File: src/design/table_keyed_stream_cipher_hash_macros.svh
// ----------------------------------------------------------------------------
// table keyed stream cipher hash - assertion macros
// concurrent assertion shorthands used by the top-level rtl file
// ----------------------------------------------------------------------------
`ifndef TABLE_KEYED_STREAM_CIPHER_HASH_MACROS_SVH
`define TABLE_KEYED_STREAM_CIPHER_HASH_MACROS_SVH

// same-cycle implication, disabled in reset
`define TKH_ASSERT_IMPL(label, clk, rst_n, ante, cons, msg) \
	label: assert property (@(posedge clk) disable iff (!rst_n) (ante) |-> (cons)) \
		else $error(msg);

// next-cycle implication, disabled in reset
`define TKH_ASSERT_NEXT(label, clk, rst_n, ante, cons, msg) \
	label: assert property (@(posedge clk) disable iff (!rst_n) (ante) |=> (cons)) \
		else $error(msg);

`endif

File: src/design/tkh_pkg.sv
// ----------------------------------------------------------------------------
// tkh_pkg
// shared types and constants of the table keyed stream cipher and hash
// ----------------------------------------------------------------------------
package tkh_pkg;

	// commands
	localparam logic [1:0] CMD_ENCRYPT = 2'd0;
	localparam logic [1:0] CMD_DECRYPT = 2'd1;
	localparam logic [1:0] CMD_HASH    = 2'd2;

	// result kinds
	localparam logic KIND_CIPHER = 1'b0;
	localparam logic KIND_HASH   = 1'b1;

	// key table geometry
	localparam int TABLE_DEPTH = 1280;
	localparam int ADDR_W      = $clog2(TABLE_DEPTH);

	localparam logic [2:0]  MAX_SECTION    = 3'd4;
	localparam logic [2:0]  CIPHER_SECTION = 3'd4;
	localparam logic [31:0] SEED_INIT      = 32'hEEEEEEEE;
	localparam logic [31:0] ACC_A_INIT     = 32'h7FED7FED;
	localparam logic [31:0] KEY_ADD        = 32'h11111111;

	typedef struct packed {
		logic [1:0]  command;
		logic        first;
		logic        last;
		logic [31:0] cipher_key;
		logic [31:0] data_word;
		logic [7:0]  data_byte;
		logic [2:0]  hash_section;
		logic        fold_case;
	} tkh_in_t;

	typedef struct packed {
		logic [31:0] result_value;
		logic        result_kind;
	} tkh_out_t;

	// classified job passed from front to back
	typedef struct packed {
		logic        op_hash;
		logic        op_decrypt;
		logic        first;
		logic        last;
		logic [31:0] key;
		logic [31:0] word;
		logic [7:0]  hbyte;
		logic [31:0] tword;
	} tkh_job_t;

	// table write port
	typedef struct packed {
		logic              we;
		logic [ADDR_W-1:0] addr;
		logic [31:0]       data;
	} tkh_wr_t;

endpackage

File: src/design/tkh_back.sv
// ----------------------------------------------------------------------------
// tkh_back
// runs cipher and hash updates and holds the result register
// ----------------------------------------------------------------------------
module tkh_back (
	input  logic              clk,
	input  logic              arst_n,
	input  logic              q_empty,
	input  tkh_pkg::tkh_job_t head,
	output logic              pop,
	output logic              result_valid,
	input  logic              result_ready,
	output tkh_pkg::tkh_out_t result
);

	import tkh_pkg::*;

	logic [31:0] seed_q;
	logic [31:0] acc_a_q;
	logic [31:0] acc_b_q;
	logic        res_valid_q;
	tkh_out_t    res_q;

	logic        needs_out;
	logic [31:0] s_base;
	logic [31:0] s_mix;
	logic [31:0] c_out;
	logic [31:0] plain;
	logic [31:0] seed_next;
	logic [31:0] a_base;
	logic [31:0] b_base;
	logic [31:0] a_next;
	logic [31:0] b_next;

	always_comb begin
		needs_out = !head.op_hash || head.last;
		pop       = !q_empty && (!needs_out || !res_valid_q || result_ready);

		// cipher word
		s_base    = head.first ? SEED_INIT : seed_q;
		s_mix     = s_base + head.tword;
		c_out     = head.word ^ (head.key + s_mix);
		plain     = head.op_decrypt ? c_out : head.word;
		seed_next = plain + s_mix + (s_mix << 5) + 32'd3;

		// hash byte
		a_base = head.first ? ACC_A_INIT : acc_a_q;
		b_base = head.first ? SEED_INIT : acc_b_q;
		a_next = head.tword ^ (a_base + b_base);
		b_next = {24'd0, head.hbyte} + a_next + b_base + (b_base << 5) + 32'd3;

		result_valid = res_valid_q;
		result       = res_q;
	end

	always_ff @(posedge clk or negedge arst_n) begin
		if (!arst_n) begin
			res_valid_q <= 1'b0;
			seed_q      <= SEED_INIT;
			acc_a_q     <= ACC_A_INIT;
			acc_b_q     <= SEED_INIT;
		end else begin
			if (res_valid_q && result_ready) begin
				res_valid_q <= 1'b0;
			end
			if (pop) begin
				if (needs_out) begin
					res_valid_q <= 1'b1;
				end
				if (head.op_hash) begin
					acc_a_q <= a_next;
					acc_b_q <= b_next;
				end else begin
					seed_q <= seed_next;
				end
			end
		end
	end

	always_ff @(posedge clk) begin
		if (pop && needs_out) begin
			res_q.result_value <= head.op_hash ? a_next : c_out;
			res_q.result_kind  <= head.op_hash ? KIND_HASH : KIND_CIPHER;
		end
	end

endmodule

File: config.mk
export PLATFORM = sky130hd
export DESIGN_NAME = tkh_back
export DESIGN_NICKNAME = d
export VERILOG_FILES = /design/src/design/table_keyed_stream_cipher_hash_macros.svh /design/src/design/tkh_pkg.sv /design/src/design/tkh_back.sv
export SDC_FILE = /design/constraint.sdc
export NUM_CORES = 1
export LEC_CHECK = 0
export ABC_AREA = 0
export BUFFER_PORTS_ARGS = -buffer_cell sky130_fd_sc_hd__clkbuf_2
export CAP_MARGIN = 20
export CORE_ASPECT_RATIO = 1.5
export CORE_MARGIN = 3
export CORE_UTILIZATION = 30
export DETAILED_ROUTE_END_ITERATION = 10
export SLEW_MARGIN = 20
export SYNTH_ARGS = -nofsm -noshare
export SYNTH_HDL_FRONTEND = slang
export SYNTH_SLANG_ARGS = --single-unit
export TNS_END_PERCENT = 30
File: constraint.sdc
create_clock -name clk -period 7.6 [get_ports clk]
set_input_delay 0.38 -clock clk [delete_from_list [all_inputs] [get_ports clk]]
set_output_delay 0.38 -clock clk [all_outputs]
set_load 0.005 [all_outputs]
==> out/metrics.cfg <==
[timing]
final-hold-violation-count = 0
finClkSkew_ps = 12.0
min_period_ps = 7090
hold_ws_ps = 356
slew_viol_final = 0
fin_ws_ps = 505
setup_violations = 0
fmax_ghz = 0.141
fin_crit_sh_pct = 93.4
slew_headroom_pct = 35.9
worst_pin_slew_ps = 962

[global_route]
gr-usage-all-layers_pct = 16.9
gr-total-overflow = 0
grt_use_met3_pct = 1.54
gr-usage-met2_pct = 31.8
use_met1_pct = 19.6
grt_max_degree = 81
grt_first_pass_wirelength_um = 73300
antenna_found_initial = 5
grt_pass1_vias = 13957
busiest_layer = met2

[worst_setup_path]
required_ps = 7920
crit_end = seed_q[24]$_DFFE_PN0P_
r2r_slack_ps = 510
reg2regPathDepth = 31
rr_startpoint = seed_q[1]$_DFFE_PN1P_
end_kind = flop
worst_ep_arrival_time_ps = 7410
crit_start = seed_q[1]$_DFFE_PN1P_
reg2reg_to = seed_q[24]$_DFFE_PN0P_
start_kind = flop
critPathMaxFanout = 4
crit_slowest_cell = fa_1
critPathKind = reg -> reg
slowest_delay_ps = 490

[yosys]
synthTopCellsByArea = ha_1 15%, dfstp_2 12%, fa_1 8.2%, xnor2_1 7.9%, edfxtp_1 6.3%
synth_edf_count = 33
synthAdderAreaFrac_pct = 23.6
avgSynthCellArea_um2 = 8.78
yosysMostFrequentCell = ha_1
synth.top_cell.area_share_pct = 15.4
yosysTopAreaCell = ha_1
synth_top_family_by_area = adder cells
synth.mux.area_fraction_pct = 1.37
ys_seq_area_share_pct = 22.4
yosys_warnings = 0
synth-compound-area-share_pct = 20.4
ys_ff_latch = 130
synth-xor-area-share_pct = 13.4
syn-cell-area_um2 = 15700
synthFlopType = dfstp_2
synth_common_cells = 193 x ha_1, 164 x nand2_1, 150 x a21oi_1
synthArstFlopShare_pct = 74.6
synthDistinctLibCells = 71
synthCells = 1785
syn-num-nets = 2154
synthSimpleGateAreaFrac_pct = 15.2

[outcome]
status = complete, no violations

[min_path]
min_path_type = in -> reg

[place]
place_ws_ps = -396
post-dp-hpwl_um = 38400
gp_congestion = 0.938
port_buffers = 146

[job]
drv_cap = 0

[floorplan]
ios = 147
initial_utilization_pct = 30.3
die_area_um2 = 55100
rows = 102
core_um2 = 51700
die_h_um = 286
dieWidth_um = 193

[layout]
utilization_pct = 35.8
nNetsFinal = 2366
drive_above_1_share_pct = 22.9
area_growth_syn_to_layout_pct = 18.1

[cts]
clk_pin_slew_ps = 60
cts.sinks = 130
htreeDepth = 4
numCtsBuffers = 17
clock_latency_ps = 430
root_buffer = clkbuf_16
max-clock-path-buffers = 2
cts_tree = done

[routing]
post_drt_wl_per_cell_um = 17.1
ant_nets = 0
vias = 13368
drc = 0
vias_per_cell = 4.97
drtIter0Drc = 529
wl_um = 46000
drt_pre_antenna_iters = 5

## stage by stage
step                      TNS, ps  cell area, um2  instances
final                           0           18500       2690
after floorplan                 0           15700       1785
after global placement      -53.7           17700       2647
after detailed placement    -1560           17700       2647
after CTS                       0           18300       2680
after global routing        -15.2           18500       2690
## routing by layer
metal,wire (um),up-vias,share of wire (%)
met4,1340,0,2.9
met5,0,-,0
li1,-,6694,-
met3,1100,54,2.4
met2,24800,237,54
met1,18800,6383,41
## worst max-delay path: cells and delay by family, from the launching register on
kind                     cells  cell delay, ps
AO/OA/AOI/OAI               14            2970
XOR/XNOR                     4             680
adder cells (fa/ha/maj)      4            1400
buffers and inverters        2             360
flip-flops                   1             370
multiplexers                 1             260
AND/OR/NAND/NOR              6             960
## cells by family after synthesis
logic type / count (synthesis)
AND/OR/NAND/NOR: 479
adder cells (fa/ha/maj): 257
multiplexers: 20
flip-flops: 130
XOR/XNOR: 236
AO/OA/AOI/OAI: 510
buffers and inverters: 153
## area by class of cell
cell class	instances	area, um2
multi-input cells	1502	11700
fillers	5289	33200
repair buffers	237	1420
diodes	4	10.0
clock buffers	22	475
inverters	109	409
flip-flops and latches	130	3510
well taps	676	846
clock inverters	10	108
## worst min path at each step
| stage | to | startpoint | slack [ps] | cells after the start |
|---|---|---|---|---|
| after global placement | seed_q[28]$_DFFE_PN0P_ | arst_n | 390 | 1 |
| after detailed placement | seed_q[28]$_DFFE_PN0P_ | arst_n | 400 | 1 |
| final | acc_a_q[0]$_DFFE_PN1P_ | head[0] | 360 | 3 |
| after floorplan | acc_a_q[15]$_DFFE_PN0P_ | arst_n | 80 | 0 |
| after CTS | acc_a_q[0]$_DFFE_PN1P_ | head[0] | 350 | 3 |
| after global routing | acc_a_q[0]$_DFFE_PN1P_ | head[0] | 380 | 3 |
## cells in the final DEF, fill, tap and decap left out, types with 82 or more instances in the layout
cell type  netlist  routed
nand2_1        164     163
xor2_1          93      93
nor2_1          87      87
a21o_1          82      82
o21ai_0        139     134
xnor2_1        141     134
clkbuf_2         0     145
ha_1           193     193
buf_4            0      91
a21oi_1        150     147
inv_1          109     109
## registers in the layout, summed over array words and instances, names as in the netlist
name and count:
result 33, acc_a_q 32, acc_b_q 32, seed_q 32, result_valid 1
## what timing repair did
action | 4_1_cts | 5_1_grt
hold buffers | 1 | 0
pin swaps | 0 | 9
setup buffers | 0 | 6
endpoints found under the hold margin | 9 | 0
setup endpoints to repair | 2 | 10
resized for setup | 1 | 25
Power is left out: the tool's default activity adds up to more than one toggle a clock period on the data nets, which glitch-free logic cannot reach.
