--- src/design/table_keyed_stream_cipher_hash_macros.svh ---
// ----------------------------------------------------------------------------
// table keyed stream cipher hash - assertion macros
// concurrent assertion shorthands used by the top-level rtl file
// ----------------------------------------------------------------------------
`ifndef TABLE_KEYED_STREAM_CIPHER_HASH_MACROS_SVH
`define TABLE_KEYED_STREAM_CIPHER_HASH_MACROS_SVH

// same-cycle implication, disabled in reset
`define TKH_ASSERT_IMPL(label, clk, rst_n, ante, cons, msg) \
	label: assert property (@(posedge clk) disable iff (!rst_n) (ante) |-> (cons)) \
		else $error(msg);

// next-cycle implication, disabled in reset
`define TKH_ASSERT_NEXT(label, clk, rst_n, ante, cons, msg) \
	label: assert property (@(posedge clk) disable iff (!rst_n) (ante) |=> (cons)) \
		else $error(msg);

`endif

--- src/design/tkh_pkg.sv ---
// ----------------------------------------------------------------------------
// tkh_pkg
// shared types and constants of the table keyed stream cipher and hash
// ----------------------------------------------------------------------------
package tkh_pkg;

	// commands
	localparam logic [1:0] CMD_ENCRYPT = 2'd0;
	localparam logic [1:0] CMD_DECRYPT = 2'd1;
	localparam logic [1:0] CMD_HASH    = 2'd2;

	// result kinds
	localparam logic KIND_CIPHER = 1'b0;
	localparam logic KIND_HASH   = 1'b1;

	// key table geometry
	localparam int TABLE_DEPTH = 1280;
	localparam int ADDR_W      = $clog2(TABLE_DEPTH);

	localparam logic [2:0]  MAX_SECTION    = 3'd4;
	localparam logic [2:0]  CIPHER_SECTION = 3'd4;
	localparam logic [31:0] SEED_INIT      = 32'hEEEEEEEE;
	localparam logic [31:0] ACC_A_INIT     = 32'h7FED7FED;
	localparam logic [31:0] KEY_ADD        = 32'h11111111;

	typedef struct packed {
		logic [1:0]  command;
		logic        first;
		logic        last;
		logic [31:0] cipher_key;
		logic [31:0] data_word;
		logic [7:0]  data_byte;
		logic [2:0]  hash_section;
		logic        fold_case;
	} tkh_in_t;

	typedef struct packed {
		logic [31:0] result_value;
		logic        result_kind;
	} tkh_out_t;

	// classified job passed from front to back
	typedef struct packed {
		logic        op_hash;
		logic        op_decrypt;
		logic        first;
		logic        last;
		logic [31:0] key;
		logic [31:0] word;
		logic [7:0]  hbyte;
		logic [31:0] tword;
	} tkh_job_t;

	// table write port
	typedef struct packed {
		logic              we;
		logic [ADDR_W-1:0] addr;
		logic [31:0]       data;
	} tkh_wr_t;

endpackage

--- src/design/tkh_queue.sv ---
// ----------------------------------------------------------------------------
// tkh_queue
// small register queue of classified jobs between front and back
// ----------------------------------------------------------------------------
module tkh_queue #(
	parameter int DEPTH = 4
) (
	input  logic              clk,
	input  logic              arst_n,
	input  logic              push,
	input  tkh_pkg::tkh_job_t din,
	input  logic              pop,
	output logic              full,
	output logic              empty,
	output tkh_pkg::tkh_job_t head
);

	import tkh_pkg::*;

	localparam int PTR_W = (DEPTH > 1) ? $clog2(DEPTH) : 1;
	localparam int CNT_W = $clog2(DEPTH + 1);
	localparam logic [PTR_W-1:0] PTR_LAST = PTR_W'(DEPTH - 1);
	localparam logic [CNT_W-1:0] CNT_FULL = CNT_W'(DEPTH);
	localparam logic [PTR_W-1:0] PTR_ONE  = PTR_W'(1);
	localparam logic [CNT_W-1:0] CNT_ONE  = CNT_W'(1);

	tkh_job_t         mem_q [DEPTH];
	logic [PTR_W-1:0] wptr_q;
	logic [PTR_W-1:0] rptr_q;
	logic [CNT_W-1:0] count_q;

	assign full  = (count_q == CNT_FULL);
	assign empty = (count_q == '0);
	assign head  = mem_q[rptr_q];

	always_ff @(posedge clk or negedge arst_n) begin
		if (!arst_n) begin
			wptr_q  <= '0;
			rptr_q  <= '0;
			count_q <= '0;
		end else begin
			if (push) begin
				wptr_q <= (wptr_q == PTR_LAST) ? '0 : wptr_q + PTR_ONE;
			end
			if (pop) begin
				rptr_q <= (rptr_q == PTR_LAST) ? '0 : rptr_q + PTR_ONE;
			end
			if (push && !pop) begin
				count_q <= count_q + CNT_ONE;
			end else if (pop && !push) begin
				count_q <= count_q - CNT_ONE;
			end
		end
	end

	always_ff @(posedge clk) begin
		if (push) begin
			mem_q[wptr_q] <= din;
		end
	end

endmodule

--- config.mk ---
export PLATFORM = sky130hd
export DESIGN_NAME = tkh_queue
export DESIGN_NICKNAME = d
export VERILOG_FILES = /design/src/design/table_keyed_stream_cipher_hash_macros.svh /design/src/design/tkh_pkg.sv /design/src/design/tkh_queue.sv
export SDC_FILE = /design/constraint.sdc
export NUM_CORES = 1
export LEC_CHECK = 0
export BUFFER_PORTS_ARGS = -buffer_cell sky130_fd_sc_hd__buf_2
export CORE_ASPECT_RATIO = 0.75
export CORE_UTILIZATION = 38
export DETAILED_ROUTE_END_ITERATION = 7
export GPL_TIMING_DRIVEN = 0
export PLACE_DENSITY = 0.68
export SLEW_MARGIN = 20
export SYNTH_ARGS = -nofsm -noshare
export SYNTH_HDL_FRONTEND = slang
export SYNTH_SLANG_ARGS = --single-unit
--- constraint.sdc ---
create_clock -name clk -period 10.2 [get_ports clk]
set_input_delay 0.51 -clock clk [delete_from_list [all_inputs] [get_ports clk]]
set_output_delay 0.51 -clock clk [all_outputs]
set_load 0.005 [all_outputs]
==> load_flow_metrics.sql <==
INSERT INTO impl_metrics (metric_group, metric, value, unit) VALUES
('run_status', 'outcome', 'completed', ''),
('clock_network', 'tritoncts_num_sinks', '439', ''),
('synthesis', 'yosys_warnings', '0', ''),
('run', 'maxCapViolCount', '0', ''),
('floorplanning', 'die_height', '180', 'µm'),
('sta', 'hold_viol_final', '0', ''),
('layout', 'drive_gt1_frac', '0.467', ''),
('sta', 'hold_ws', '0.189', 'ns'),
('worst_setup_path', 'critPathLaunchType', 'flip-flop', ''),
('grt', 'initial_antenna_violation_count', '3', ''),
('worst_setup_path', 'cp_max_fo', '10', ''),
('routing', 'drt_first_pass_iters', '6', ''),
('floorplanning', 'core.rowCount', '64', ''),
('power', 'worst_ir_drop_vdd', '0.142', 'mV'),
('sta', 'fmaxAchievable', '352', 'MHz'),
('sta', 'grt_setup_unrepaired', 'no', ''),
('sta', 'timing.clock.skew', '0.0113', 'ns'),
('synthesis', 'netlist_instances', '601', ''),
('grt', 'grt_start_max_net_pins', '47', ''),
('power', 'netSwitchingFraction', '0.270', ''),
('synthesis', 'ys_seq_area_frac', '0.821', ''),
('routing', 'postRouteWirelength', '30400', 'µm'),
('placed_design', 'gp_routability_congestion', '0.691', ''),
('sta', 'setup_tns', '0', 'ns'),
('synthesis', 'synthFlopType', 'edfxtp_1', ''),
('worst_setup_path', 'cp-end-kind', 'output port', ''),
('placed_design', 'dp_hpwl', '19100', 'µm'),
('synthesis', 'mappedNetlistArea', '16000', 'µm²'),
('sta', 'period_minus_slack', '2.84', 'ns'),
('worst_setup_path', 'criticalPathCategory', 'reg -> out', ''),
('floorplanning', 'ios', '222', ''),
('power', 'power_per_standard_cell_area', '276', 'nW/µm²'),
('power', 'internal-power', '0.00391', 'W'),
('floorplanning', 'die_width', '239', 'µm'),
('placed_design', 'portBuffers', '221', ''),
('grt', 'grt_util_met2', '0.229', ''),
('grt', 'groute.layer.met3.usage', '0.0491', ''),
('power', 'power_frac_comb', '0.278', ''),
('synthesis', 'synthesis.area_per_instance', '26.6', 'µm²'),
('grt', 'grt_pass1_wl', '46300', 'µm'),
('layout', 'final_net_count', '995', ''),
('clock_network', 'post_cts_resized', '0', ''),
('sta', 'slew_headroom', '0.655', ''),
('synthesis', 'synthArstFlopShare', '0.0159', ''),
('grt', 'grt_usage', '0.143', ''),
('worst_setup_path', 'critPathRequiredTime', '9.69', 'ns'),
('layout', 'fillers', '3426', ''),
('layout', 'area_growth_syn_to_layout', '21.1', '%'),
('clock_network', 'clockRootBuffer', 'clkbuf_16', ''),
('clock_network', 'cts_buffers', '43', ''),
('synthesis', 'distinct_cell_type_count_after_synthesis', '18', ''),
('synthesis', 'ys_top_cells_by_area', 'edfxtp_1, mux4_2, dfrtp_1', ''),
('grt', 'use_met1', '0.185', ''),
('power', 'net-switching-power', '0.00144', 'W'),
('clock_network', 'htree_num_levels', '2', ''),
('routing', 'drt_iter0_drc', '412', ''),
('synthesis', 'synth_commonest_cells', 'edfxtp_1, mux4_2, buf_2, buf_6, dfrtp_1', ''),
('synthesis', 'post-synth-top-area-cell', 'edfxtp_1', ''),
('floorplanning', 'core-area', '41200', 'µm²'),
('clock_network', 'tritoncts', 'built', ''),
('placed_design', 'placed_cells_incl_taps', '1391', ''),
('power', 'clkPwrFrac', '0.279', ''),
('layout', 'post_layout_nonfiller_instances', '1471', ''),
('sta', 'setup_viol', '0', ''),
('grt', 'grt_most_used_layer', 'met2', ''),
('synthesis', 'post_synth_edffs', '432', ''),
('worst_setup_path', 'r2r_setup_slack', '8.33', 'ns'),
('clock_network', 'clockBufferDepth', '3', ''),
('worst_setup_path', 'crit_arrival', '2.33', 'ns'),
('min_path', 'hold_path_class', 'in -> reg', ''),
('synthesis', 'synthesis.nets', '720', '');
==> power by group through the flow <==
stage	combinational [W]	sequential [W]	clock [W]
2_1_floorplan	0.000898	0.00242	0
3_3_place_gp	0.00147	0.00247	0
3_5_place_dp	0.00154	0.00241	0
4_1_cts	0.00154	0.00238	0.00153
5_1_grt	0.00163	0.00240	0.00160
6_report	0.00149	0.00237	0.00149
==> per-stage QoR <==
stage	power, W	setup slack, ns	area, µm²	util
floorplan	0.00332	6.61	16000	-
global placement	0.00394	4.36	17800	0.433
detailed placement	0.00395	7.85	18000	0.439
CTS	0.00545	7.26	19400	0.471
global route	0.00563	7.23	19400	0.471
finish	0.00535	7.36	19400	0.471
==> kinds of logic after synthesis <==
kind of cell | synth area share
AO/OA/AOI/OAI | 0.000625
XOR/XNOR | 0.00164
adder cells (fa/ha/maj) | 0.00594
buffers and inverters | 0.0131
flip-flops | 0.821
multiplexers | 0.154
AND/OR/NAND/NOR | 0.00352
==> cells in the final DEF (no fill, tap or decap), types with 4 or more instances in the layout <==
cell and instances:
buf_6 11, inv_1 4, and2_4 4, mux4_2 108, buf_16 8, clkinv_1 8
clkbuf_1 12, edfxtp_1 432, clkbuf_16 45, ha_1 6, clkinv_2 5, buf_2 232
dfrtp_1 7
==> cell type report <==
cell class / instances / area (µm²) / area share
Buffer: 24 / 194 / 0.0100
Multi-Input combinational cell: 134 / 2660 / 0.137
Clock inverter: 19 / 148 / 0.00762
Timing Repair Buffer: 230 / 1340 / 0.0689
Sequential cell: 439 / 13100 / 0.678
Tap cell: 561 / 702 / 0.0362
Clock buffer: 57 / 1170 / 0.0604
Antenna cell: 3 / 7.51 / 0.000387
Inverter: 4 / 15.0 / 0.000775
==> flip-flops by register name, indices dropped and copies added (netlist names) <==
name	cells
mem_q	432
count_q	3
rptr_q	2
wptr_q	2
==> layer usage <==
metal / part of all wire / wire length [µm]
met4: 0.020 / 604
met3: 0.077 / 2350
met1: 0.42 / 12800
met2: 0.48 / 14700
met5: 0 / 0
==> critical path: stages (launching register included) <==
cell and delay [ns]:
dfrtp_1 0.35, buf_2 0.33, buf_4 0.29, buf_2 0.31, mux4_2 0.37, buf_2 0.15
==> timing repair <==
item,in CTS,in global routing
hold buffers,1,0
endpoints found under the hold margin,7,0
setup buffers,0,0
==> worst paths after layout <==
check	start	to	cells after the start
setup / recovery	rptr_q[1]	head[82]	5
hold / removal	din[101]	mem_q[0][101]	1
setup reg to reg	wptr_q[0]	mem_q[0][46]	4
hold reg to reg	count_q[2]	count_q[2]	1
max in group asynchronous	arst_n	count_q[1]	2
min in group asynchronous	arst_n	count_q[2]	2
No activity file was read; power rests on OpenSTA's default activity.
