$ cat config.mk
export PLATFORM = sky130hd
export DESIGN_NAME = tkh_front
export DESIGN_NICKNAME = d
export VERILOG_FILES = /design/src/design/table_keyed_stream_cipher_hash_macros.svh /design/src/design/tkh_pkg.sv /design/src/design/tkh_front.sv
export SDC_FILE = /design/constraint.sdc
export NUM_CORES = 1
export LEC_CHECK = 0
export BUFFER_PORTS_ARGS = -buffer_cell sky130_fd_sc_hd__buf_2
export CORE_MARGIN = 3
export CORE_UTILIZATION = 30
export DETAILED_ROUTE_END_ITERATION = 6
export PLACE_DENSITY_LB_ADDON = 0.08
export REMOVE_ABC_BUFFERS = 1
export SYNTH_ARGS = -nofsm -noshare
export SYNTH_HDL_FRONTEND = slang
export SYNTH_SLANG_ARGS = --single-unit
$ cat constraint.sdc
create_clock -name clk -period 11.3 [get_ports clk]
set_input_delay 1.13 -clock clk [delete_from_list [all_inputs] [get_ports clk]]
set_output_delay 1.13 -clock clk [all_outputs]
set_load 0.005 [all_outputs]
$ cat src/design/table_keyed_stream_cipher_hash_macros.svh
// ----------------------------------------------------------------------------
// table keyed stream cipher hash - assertion macros
// concurrent assertion shorthands used by the top-level rtl file
// ----------------------------------------------------------------------------
`ifndef TABLE_KEYED_STREAM_CIPHER_HASH_MACROS_SVH
`define TABLE_KEYED_STREAM_CIPHER_HASH_MACROS_SVH

// same-cycle implication, disabled in reset
`define TKH_ASSERT_IMPL(label, clk, rst_n, ante, cons, msg) \
	label: assert property (@(posedge clk) disable iff (!rst_n) (ante) |-> (cons)) \
		else $error(msg);

// next-cycle implication, disabled in reset
`define TKH_ASSERT_NEXT(label, clk, rst_n, ante, cons, msg) \
	label: assert property (@(posedge clk) disable iff (!rst_n) (ante) |=> (cons)) \
		else $error(msg);

`endif

$ cat src/design/tkh_pkg.sv
// ----------------------------------------------------------------------------
// tkh_pkg
// shared types and constants of the table keyed stream cipher and hash
// ----------------------------------------------------------------------------
package tkh_pkg;

	// commands
	localparam logic [1:0] CMD_ENCRYPT = 2'd0;
	localparam logic [1:0] CMD_DECRYPT = 2'd1;
	localparam logic [1:0] CMD_HASH    = 2'd2;

	// result kinds
	localparam logic KIND_CIPHER = 1'b0;
	localparam logic KIND_HASH   = 1'b1;

	// key table geometry
	localparam int TABLE_DEPTH = 1280;
	localparam int ADDR_W      = $clog2(TABLE_DEPTH);

	localparam logic [2:0]  MAX_SECTION    = 3'd4;
	localparam logic [2:0]  CIPHER_SECTION = 3'd4;
	localparam logic [31:0] SEED_INIT      = 32'hEEEEEEEE;
	localparam logic [31:0] ACC_A_INIT     = 32'h7FED7FED;
	localparam logic [31:0] KEY_ADD        = 32'h11111111;

	typedef struct packed {
		logic [1:0]  command;
		logic        first;
		logic        last;
		logic [31:0] cipher_key;
		logic [31:0] data_word;
		logic [7:0]  data_byte;
		logic [2:0]  hash_section;
		logic        fold_case;
	} tkh_in_t;

	typedef struct packed {
		logic [31:0] result_value;
		logic        result_kind;
	} tkh_out_t;

	// classified job passed from front to back
	typedef struct packed {
		logic        op_hash;
		logic        op_decrypt;
		logic        first;
		logic        last;
		logic [31:0] key;
		logic [31:0] word;
		logic [7:0]  hbyte;
		logic [31:0] tword;
	} tkh_job_t;

	// table write port
	typedef struct packed {
		logic              we;
		logic [ADDR_W-1:0] addr;
		logic [31:0]       data;
	} tkh_wr_t;

endpackage

$ cat src/design/tkh_front.sv
// ----------------------------------------------------------------------------
// tkh_front
// accepts beats, keeps key and section, issues the table read
// ----------------------------------------------------------------------------
module tkh_front (
	input  logic                        clk,
	input  logic                        arst_n,
	input  logic                        fill_busy,
	input  logic                        item_valid,
	output logic                        item_ready,
	input  tkh_pkg::tkh_in_t            item,
	input  logic                        q_full,
	output logic                        push,
	output tkh_pkg::tkh_job_t           job,
	output logic                        rd_en,
	output logic [tkh_pkg::ADDR_W-1:0]  rd_addr,
	input  logic [31:0]                 rd_data
);

	import tkh_pkg::*;

	logic        s1_valid_q;
	tkh_job_t    job_s1;
	logic [31:0] running_key_q;
	logic [2:0]  active_section_q;

	logic        accept;
	logic        is_cipher;
	logic        is_hash;
	logic [31:0] key_use;
	logic [31:0] key_next;
	logic [2:0]  sec_use;
	logic [2:0]  sec_clamp;
	logic [7:0]  c_fold;

	always_comb begin
		item_ready = !fill_busy && (!s1_valid_q || !q_full);
		accept     = item_valid && item_ready;
		is_cipher  = (item.command == CMD_ENCRYPT) || (item.command == CMD_DECRYPT);
		is_hash    = (item.command == CMD_HASH);
		key_use    = item.first ? item.cipher_key : running_key_q;
		key_next   = (((~key_use) << 21) + KEY_ADD) | (key_use >> 11);
		sec_use    = item.first ? item.hash_section : active_section_q;
		sec_clamp  = (sec_use > MAX_SECTION) ? MAX_SECTION : sec_use;
		if (item.fold_case && (item.data_byte > 8'h60) && (item.data_byte < 8'h7B)) begin
			c_fold = item.data_byte - 8'h20;
		end else begin
			c_fold = item.data_byte;
		end
		rd_en   = accept && (is_cipher || is_hash);
		rd_addr = is_hash ? {sec_clamp, c_fold} : {CIPHER_SECTION, key_use[7:0]};
		push    = s1_valid_q && !q_full;
		job       = job_s1;
		job.tword = rd_data;
	end

	always_ff @(posedge clk or negedge arst_n) begin
		if (!arst_n) begin
			s1_valid_q       <= 1'b0;
			running_key_q    <= '0;
			active_section_q <= '0;
		end else begin
			if (push) begin
				s1_valid_q <= 1'b0;
			end
			if (rd_en) begin
				s1_valid_q <= 1'b1;
			end
			if (accept && is_cipher) begin
				running_key_q <= key_next;
			end
			if (accept && is_hash) begin
				active_section_q <= sec_use;
			end
		end
	end

	always_ff @(posedge clk) begin
		if (rd_en) begin
			job_s1.op_hash    <= is_hash;
			job_s1.op_decrypt <= (item.command == CMD_DECRYPT);
			job_s1.first      <= item.first;
			job_s1.last       <= item.last;
			job_s1.key        <= key_use;
			job_s1.word       <= item.data_word;
			job_s1.hbyte      <= c_fold;
			job_s1.tword      <= '0;
		end
	end

endmodule

==> summary.md <==
| Metric | Value |
|---|---|
| Site Rows | 43 |
| Top delay family on crit path | buffers and inverters |
| Switching part of the total | 24.4% |
| Core area | 14,100 um^2 |
| Fraction of the cycle the final worst path needs | 33.3% |
| TritonCTS clock tree | done |
| Synth area leaders | edfxtp_1, dfrtp_1, mux2_1 |
| Nets@finish | 552 |
| Unrepaired setup endpoints after global routing | no |
| Largest net degree at the start of global routing | 61 |
| Global-route wire length before repair | 17,500 um |
| Post-CTS Repair Setup Buffers | 0 |
| Syn. warnings | 0 |
| Starting Density | 31.3% |
| DP Area | 5260 um^2 |
| CP Capture Type | output pin |
| Post-route design area | 5520 um^2 |
| Slew headroom | 44.9% |
| Top-count cell post-synth | edfxtp_1 |
| Synth Instances | 287 |
| Crit-path max FO | 38 |
| Fin util | 39.0% |
| Pre-CTS WS | 7.52 ns |
| Initial antenna violation count | 0 |
| Port bufs | 174 |
| Synth cell types | 33 |
| Die height | 128 um |
| Cell Int Power | 0.690 mW |
| Fin Setup TNS | 0 ns |
| FMAX | 266 MHz |
| Num ports | 239 |
| Worst path cell trace | buf_2, buf_4, mux2i_1, inv_1, mux2_2, buf_2 |
| Clock transition at path regs | 0.07 ns |
| Total grt overflow | 0 |
| Vias in the first global route | 2,832 |
| Resized Gates After CTS | 0 |
| Per-cell routed wire length | 19.8 um |
| Num CTS Buffers | 9 |
| Final Wtd Congestion | 0.728 |
| DRC | 0 |
| Reg power frac | 54.3% |
| Hold Crit Class | register to register |
| Half-perimeter wire length after placement | 9120 um |
| Clk_skew | 0.00427 ns |
| Tmin final | 3.76 ns |
| Fraction of layout cells with a size suffix above 1 | 46.3% |
| Mapped Area | 4440 um^2 |
| Crit path largest cell delay | 0.48 ns |
| Clock share of power | 31.0% |
| Share of the synthesized area in the top cell type | 51.5% |
| Clk_lat worst skew | 0.34 ns |
| Ys flop type | edfxtp_1 |
| Die area | 16,300 um^2 |
| Status | finished clean |
| Final Hold Viols | 0 |
| Slowest-stage cell, CP | buf_4 |
| P_sw | 0.222 mW |
| DRT Pass-1 Iters | 4 |
| WP data required | 10.17 ns |
| WP data arrival | 2.63 ns |
| Area leader, netlist | edfxtp_1 |
| Clock buffer depth | 2 |
| Die Span X | 128 um |
| Buf+Inv Stages, Crit Path | 4 |
| Logic pwr share | 14.6% |
| # Max-Cap Violations | 0 |
| Sink Count | 107 |
| H-tree depth | 3 |
| WS Path Type | input pin to output pin |
| Power per Cell Area | 165 nW/um^2 |
| Hold_buf cts | 0 |
| Most used cell, CP | buf_2 |
| Area delta synth->final | 24.5% |
| Vias/cell | 4.56 |
| Most frequent cells after synthesis | edfxtp_1, mux2_1, buf_4 |
| Max VDD drop | 62.0 uV |
| DR vias | 2,816 |
| Clock Tree Root | clkbuf_16 |
| Avg Inst Size Synth | 15.5 um^2 |
| Sequential fraction of the synthesis area | 68.9% |
| Total track usage | 14.7% |
| EDFF count, synth | 76 |
| Finish-stage setup viols | 0 |
| DRT iter0 DRCs | 101 |
| Routed wire length | 12,200 um |
| Worst Slack Setup Final | 7.54 ns |
| Tightest Pin Transition | 0.827 ns |
| ANT nets after route | 0 |
| Fraction of registers with async set/reset | 29.0% |
| N_diodes | 0 |
| Startpoint types | input pin |
| Seq cells post-synth | 107 |
| Leak | 2.37 nW |
| Final slew viol count | 0 |
==> tightest hold or removal path: stages, from the launching register on <==
cell     delay, ns
dfrtp_1       0.34
nand2_1       0.05
o21ai_1       0.06
==> kinds of logic (layout without fill, tap and decap cells) <==
logic type / Yosys count / after routing / share of synthesized area, %
xor gates and xnor gates: 5 / 5 / 0.987
AOI/OAI and AO/OA: 21 / 21 / 3.02
adders and majority gates: 2 / 2 / 0.564
muxes: 53 / 53 / 14.1
buffers and inverters: 50 / 201 / 7.42
and+or+nand+nor: 49 / 49 / 4.94
DFF: 107 / 107 / 68.9
==> cell usage in the layout, fill, tap and decap left out, types with 2 or more instances in the layout <==
cell and n:
ha_1 2, clkbuf_1 4, buf_4 2, o21ai_1 9, mux2_1 38, nor2_1 15, a21o_1 3, buf_2 174
mux2i_4 3, edfxtp_1 76, nand3_1 2, a31oi_1 2, inv_1 8, mux2_2 6, dfrtp_1 31, nand2b_1 3
xnor2_1 5, nor2b_1 2, a21oi_1 3, clkbuf_16 9, mux2i_1 5, nand2_1 21
==> per-stage QoR <==
| stage | std cells | hold slack (ns) | power, mW |
|---|---|---|---|
| final | 618 | 0.480 | 0.912 |
| after global placement | 602 | 0.461 | 0.638 |
| after floorplan | 246 | 0.448 | 0.575 |
| after detailed placement | 602 | 0.473 | 0.641 |
| after global routing | 618 | 0.509 | 0.963 |
| after CTS | 618 | 0.488 | 0.928 |
==> path summary, 6_finish.rpt <==
path / slack, ns / startpoint / depth (start not counted) / endpoint
worst max register to register: 8.82 / s1_valid_q / 4 / job[71]
worst max-delay path: 7.54 / item[77] / 6 / rd_addr[7]
worst min register to register: 0.48 / running_key_q[22] / 2 / running_key_q[22]
max in group asynchronous: 9.94 / arst_n / 1 / running_key_q[1]
min in group asynchronous: 0.86 / arst_n / 1 / running_key_q[17]
worst min-delay path: 0.48 / running_key_q[22] / 2 / running_key_q[22]
==> layer usage <==
metal / GRT usage, % / part of all wire, % / vias up
met4: 4.49 / 1.2 / 0
met5: 0.310 / 0 / -
li1: - / - / 1288
met2: 20.4 / 41 / 158
met1: 20.4 / 46 / 1359
met3: 6.94 / 12 / 11
==> flip-flops by register name, indices dropped and copies added, names as in the netlist <==
signal and flops:
active_section_q 3, running_key_q 27, s1_valid_q 1, job 76
==> area by class of cell <==
class / instances / area [um^2]
Clock inverter: 3 / 17.5
Timing Repair Buffer: 176 / 886
Tap cell: 180 / 225
Sequential cell: 107 / 3060
Multi-Input combinational cell: 130 / 1060
Fill cell: 1373 / 8630
Inverter: 9 / 33.8
Clock buffer: 13 / 240
==> power by group through the flow <==
| stage | registers (mW) | clock network, mW | logic (mW) |
|---|---|---|---|
| after floorplan | 0.502 | 0 | 0.0731 |
| after global placement | 0.504 | 0 | 0.135 |
| after global routing | 0.502 | 0.311 | 0.150 |
| after CTS | 0.497 | 0.293 | 0.138 |
| final | 0.496 | 0.283 | 0.133 |
| after detailed placement | 0.505 | 0 | 0.137 |
No activity file was read; power rests on OpenSTA's default activity.
